`src/design/nre_mul.sv`:
```
// Registered 32x32 unsigned multiplier shared by all products.
module nre_mul (
	input  logic        clk,
	input  logic [31:0] a,
	input  logic [31:0] b,
	output logic [63:0] p_s1
);

	always_ff @(posedge clk) begin
		p_s1 <= 64'(a) * 64'(b);
	end

endmodule

```
`config.mk`:
```
export PLATFORM = sky130hd
export DESIGN_NAME = nre_mul
export DESIGN_NICKNAME = d
export VERILOG_FILES = /design/src/design/nre_mul.sv
export SDC_FILE = /design/constraint.sdc
export NUM_CORES = 2
export LEC_CHECK = 0
export BUFFER_PORTS_ARGS = -buffer_cell sky130_fd_sc_hd__clkbuf_2
export CORE_MARGIN = 4
export CORE_UTILIZATION = 58
export DETAILED_ROUTE_END_ITERATION = 10
export PLACE_DENSITY = 0.75
export SKIP_LAST_GASP = 1
export SLEW_MARGIN = 20
export SYNTH_ARGS = -nofsm -noshare
export SYNTH_HDL_FRONTEND = slang
export SYNTH_SLANG_ARGS = --single-unit
```
`constraint.sdc`:
```
create_clock -name clk -period 22.2 [get_ports clk]
set_input_delay 4.44 -clock clk [delete_from_list [all_inputs] [get_ports clk]]
set_output_delay 4.44 -clock clk [all_outputs]
set_load 0.1 [all_outputs]
```
# Word-level counts from Yosys, hierarchy flattened
# Cells that the tools add are included.
# classes
multipliers	1
# op_table
op	count
$mul A32 B32 Y64	1
# totals
regBits	64
output_inout_bits	64

# Longest topological paths before layout
# depth
depth_word	1
ltp_mapped	29

# Least setup slack after synthesis
# No wires, ideal clock.
# synth_path
kind	input to register
from	in a[25]
to	reg p_s1[62]
setup_ns	0.072
arrival_ns	11.121
t_required_ns	22.128
setup_slack_ns	11.007
path_stages	25
path_buffers	2
path_cell_list	clkbuf_1 -> nand2_1 -> fa_1 -> inv_1 -> fa_1 -> inv_1 -> fa_1 -> inv_1 -> fa_1 -> fa_1 -> fa_1 -> fa_1 -> inv_1 -> fa_1 -> inv_1 -> ha_1 -> buf_2 -> nand4_1 -> or4_1 -> or3_1 -> a31oi_1 -> a31o_2 -> a211oi_1 -> o21ai_1 -> xor2_1
# synth_via
elab_chain_len	1
# synth_rtl
element	line_no	source
from (decl)	4	input logic [31:0] a,
$mul A32 B32 Y64	10	p_s1 <= 64'(a) * 64'(b);
to (signal assigned)	10	
to (decl)	6	output logic [63:0] p_s1
# No other way between the ends.

# Worst setup path in the final report
# layout_path
from	in a[17]
to	reg p_s1[62]
# The elaborated chain is that of the path after synthesis.

==> results.py <==
metrics = {
    "worst_setup_path": {
        "cp_num_buf_inv": 3,
        "crit_type": "in -> reg",
        "cp_data_required_time_ps": 22470,
        "max_stage_delay_ps": 560,
        "crit_arrival_ps": 12360,
        "crit_family": "adder cells",
        "start_kind": "input pin",
        "critPathMostFrequentCell": "fa_1",
        "cp_max_fo": 32,
        "cp_slowest_cell": "fa_1",
        "crit_path_end_kind": "flop",
        "crit_chain": "clkbuf_2 > and2_1 > fa_1 > inv_1 > fa_1 > fa_1 > fa_1 > inv_1 > fa_1 > fa_1 > fa_1 > fa_1 > ha_1 > nand4_1 > or4_1 > or3_1 > a31oi_1 > a31o_2 > a211oi_1 > o21ai_1 > xor2_1",
    },
    "sta": {
        "period_minus_slack_ps": 12090,
        "rsz0062_at_grt": "no",
        "tns_ps": 0,
        "fmax_mhz": 82.71,
        "setup_viol": 0,
        "worst_pin_slew_ps": 1013,
        "slew_headroom_pct": 32.45,
        "period_share_pct": 54.46,
        "hold_violations": 0,
        "slew_violations": 0,
    },
    "yosys": {
        "synth-edff-count": 0,
        "synth_top_area_cell": "fa_1",
        "synth_area_leaders": "fa_1 52%, and2_1 11%, ha_1 9.5%",
        "synth_top_flop_cell": "dfxtp_1",
        "synth_area_per_cell_um2": 9.252,
        "syn_inst": 3748,
        "ys_seq_elements": 64,
        "async_reset_ff_share_pct": 0,
        "synthesis.nets": 4972,
        "synth_area_mm2": 0.03468,
        "yosysUniqueCellTypes": 57,
        "synth_warnings": 0,
        "synth.top_cell.area_share_pct": 51.73,
        "yosysSeqAreaShare_pct": 3.695,
    },
    "die": {
        "die_h_um": 252.5,
        "fp-row-count": 89,
        "die_area_mm2": 0.06376,
        "start_util_pct": 58.64,
        "core-area_mm2": 0.05913,
        "die-width_um": 252.5,
        "ios": 129,
    },
    "finish": {
        "top_regs": "p_s1 x64",
        "layout_common_cells": "896 x fa_1, 865 x inv_1, 602 x and2_1",
        "final_common_cell": "fa_1",
        "nets": 4905,
        "multi_input_area_mm2": 0.02931,
        "drive_above_1_share_pct": 4.721,
        "area.sequential_mm2": 0.001281,
        "regMostFlops": "p_s1",
        "fill_cells": 5079,
        "largest_reg_flops": 64,
        "syn_to_final_growth_pct": 3.413,
    },
    "job": {
        "maxCapViolCount": 0,
    },
    "cts": {
        "cts-htree-levels": 3,
        "max-clock-path-buffers": 2,
        "ctsResizeCount": 0,
        "cts_hold_buf": 0,
        "clock_sinks": 64,
        "tritoncts": "done",
        "cts-root-buf": "clkbuf_16",
        "path_clk_slew_ps": 60,
        "cts-buffers-inserted": 9,
        "cts_setup_buffers": 0,
    },
    "placement": {
        "dp_hpwl_mm": 70.98,
        "place.gp.congestion": 0.9271,
        "io_buffers": 128,
    },
    "grt": {
        "grt_pass1_vias": 28110,
        "antenna_found_initial": 1,
        "grt_remaining_overflow": 0,
        "grt_max_degree": 33,
        "grt_pass1_wl_mm": 149.4,
        "track_usage_pct": 30.03,
    },
    "detailed_routing": {
        "firstDrtPassIters": 6,
        "drtIter0Drc": 1611,
        "viasPerCell": 5.613,
        "dr_total_vias": 25040,
        "drc_errors": 0,
        "wire_per_inst_um": 20.39,
        "drt-total-wl_mm": 90.95,
        "postRouteAntennaNets": 0,
    },
    "min_path": {
        "hp-class": "in -> reg",
    },
    "outcome": {
        "status": "finished clean",
    },
}
[through the flow]
step           hold WS, ps  instance area [um^2]  setup WS [ps]  util (%)  instances
2_1_floorplan         4567                 34680          11010         -       3748
3_3_place_gp          5043                 35560           9904     60.13       4443
3_5_place_dp          5043                 35560           9874     60.13       4443
4_1_cts               4683                 35850          10230     60.64       4459
5_1_grt               4707                 35850           9791     60.64       4459
6_report              4704                 35860          10110     60.64       4461
[cell type report]
class / count / area share [%]
antenna: 2 / 0.01396
clock buffer: 11 / 0.6769
clock inverter: 5 / 0.1570
inverter: 865 / 9.054
multi-input combinational: 2599 / 81.75
sequential: 64 / 3.573
tap: 773 / 2.697
timing repair buffer: 142 / 2.080
[kinds of logic after synthesis]
group,Yosys count,synth area share [%]
flops,64,3.695
compound gates,202,4.153
fa+ha+maj,1159,61.22
mux,1,0.02887
buf+inv,1085,11.77
xor+xnor,60,1.515
simple gates,1177,17.62
[tightest hold or removal path, delay by kind of cell]
kind / cells / cell delay (ps)
buffers and inverters: 2 / 330
and+or+nand+nor: 1 / 210
[Yosys cell counts, types with 4 or more instances]
library cell,number
buf_2,6
o21bai_1,10
o21ai_1,5
and3_1,14
a21oi_1,63
nand2_1,480
fa_1,896
inv_1,865
nand3_1,10
nor2_1,20
xnor2_1,35
o21a_1,9
a221o_1,4
a31oi_1,12
dfxtp_1,64
a21o_1,40
clkbuf_1,213
ha_1,263
o21ai_0,21
and2_1,602
nand4_1,23
xor2_1,25
nor3_1,7
[metal layers]
metal | up-vias | track usage [%] | wire length, um
met5 | - | 0 | 0
met3 | 319 | 4.240 | 6128
met4 | 0 | 15.06 | 5733
met2 | 1063 | 53.23 | 46700
met1 | 12950 | 35.99 | 32380
li1 | 10710 | - | -
[final timing paths]
path                   from        to  cells after the start
worst min-delay path   b[0]   p_s1[0]                      3
worst max-delay path  a[17]  p_s1[62]                     21
Power is not shown: default switching activity piles up to over one toggle a cycle in this logic, so the estimate is an artifact.
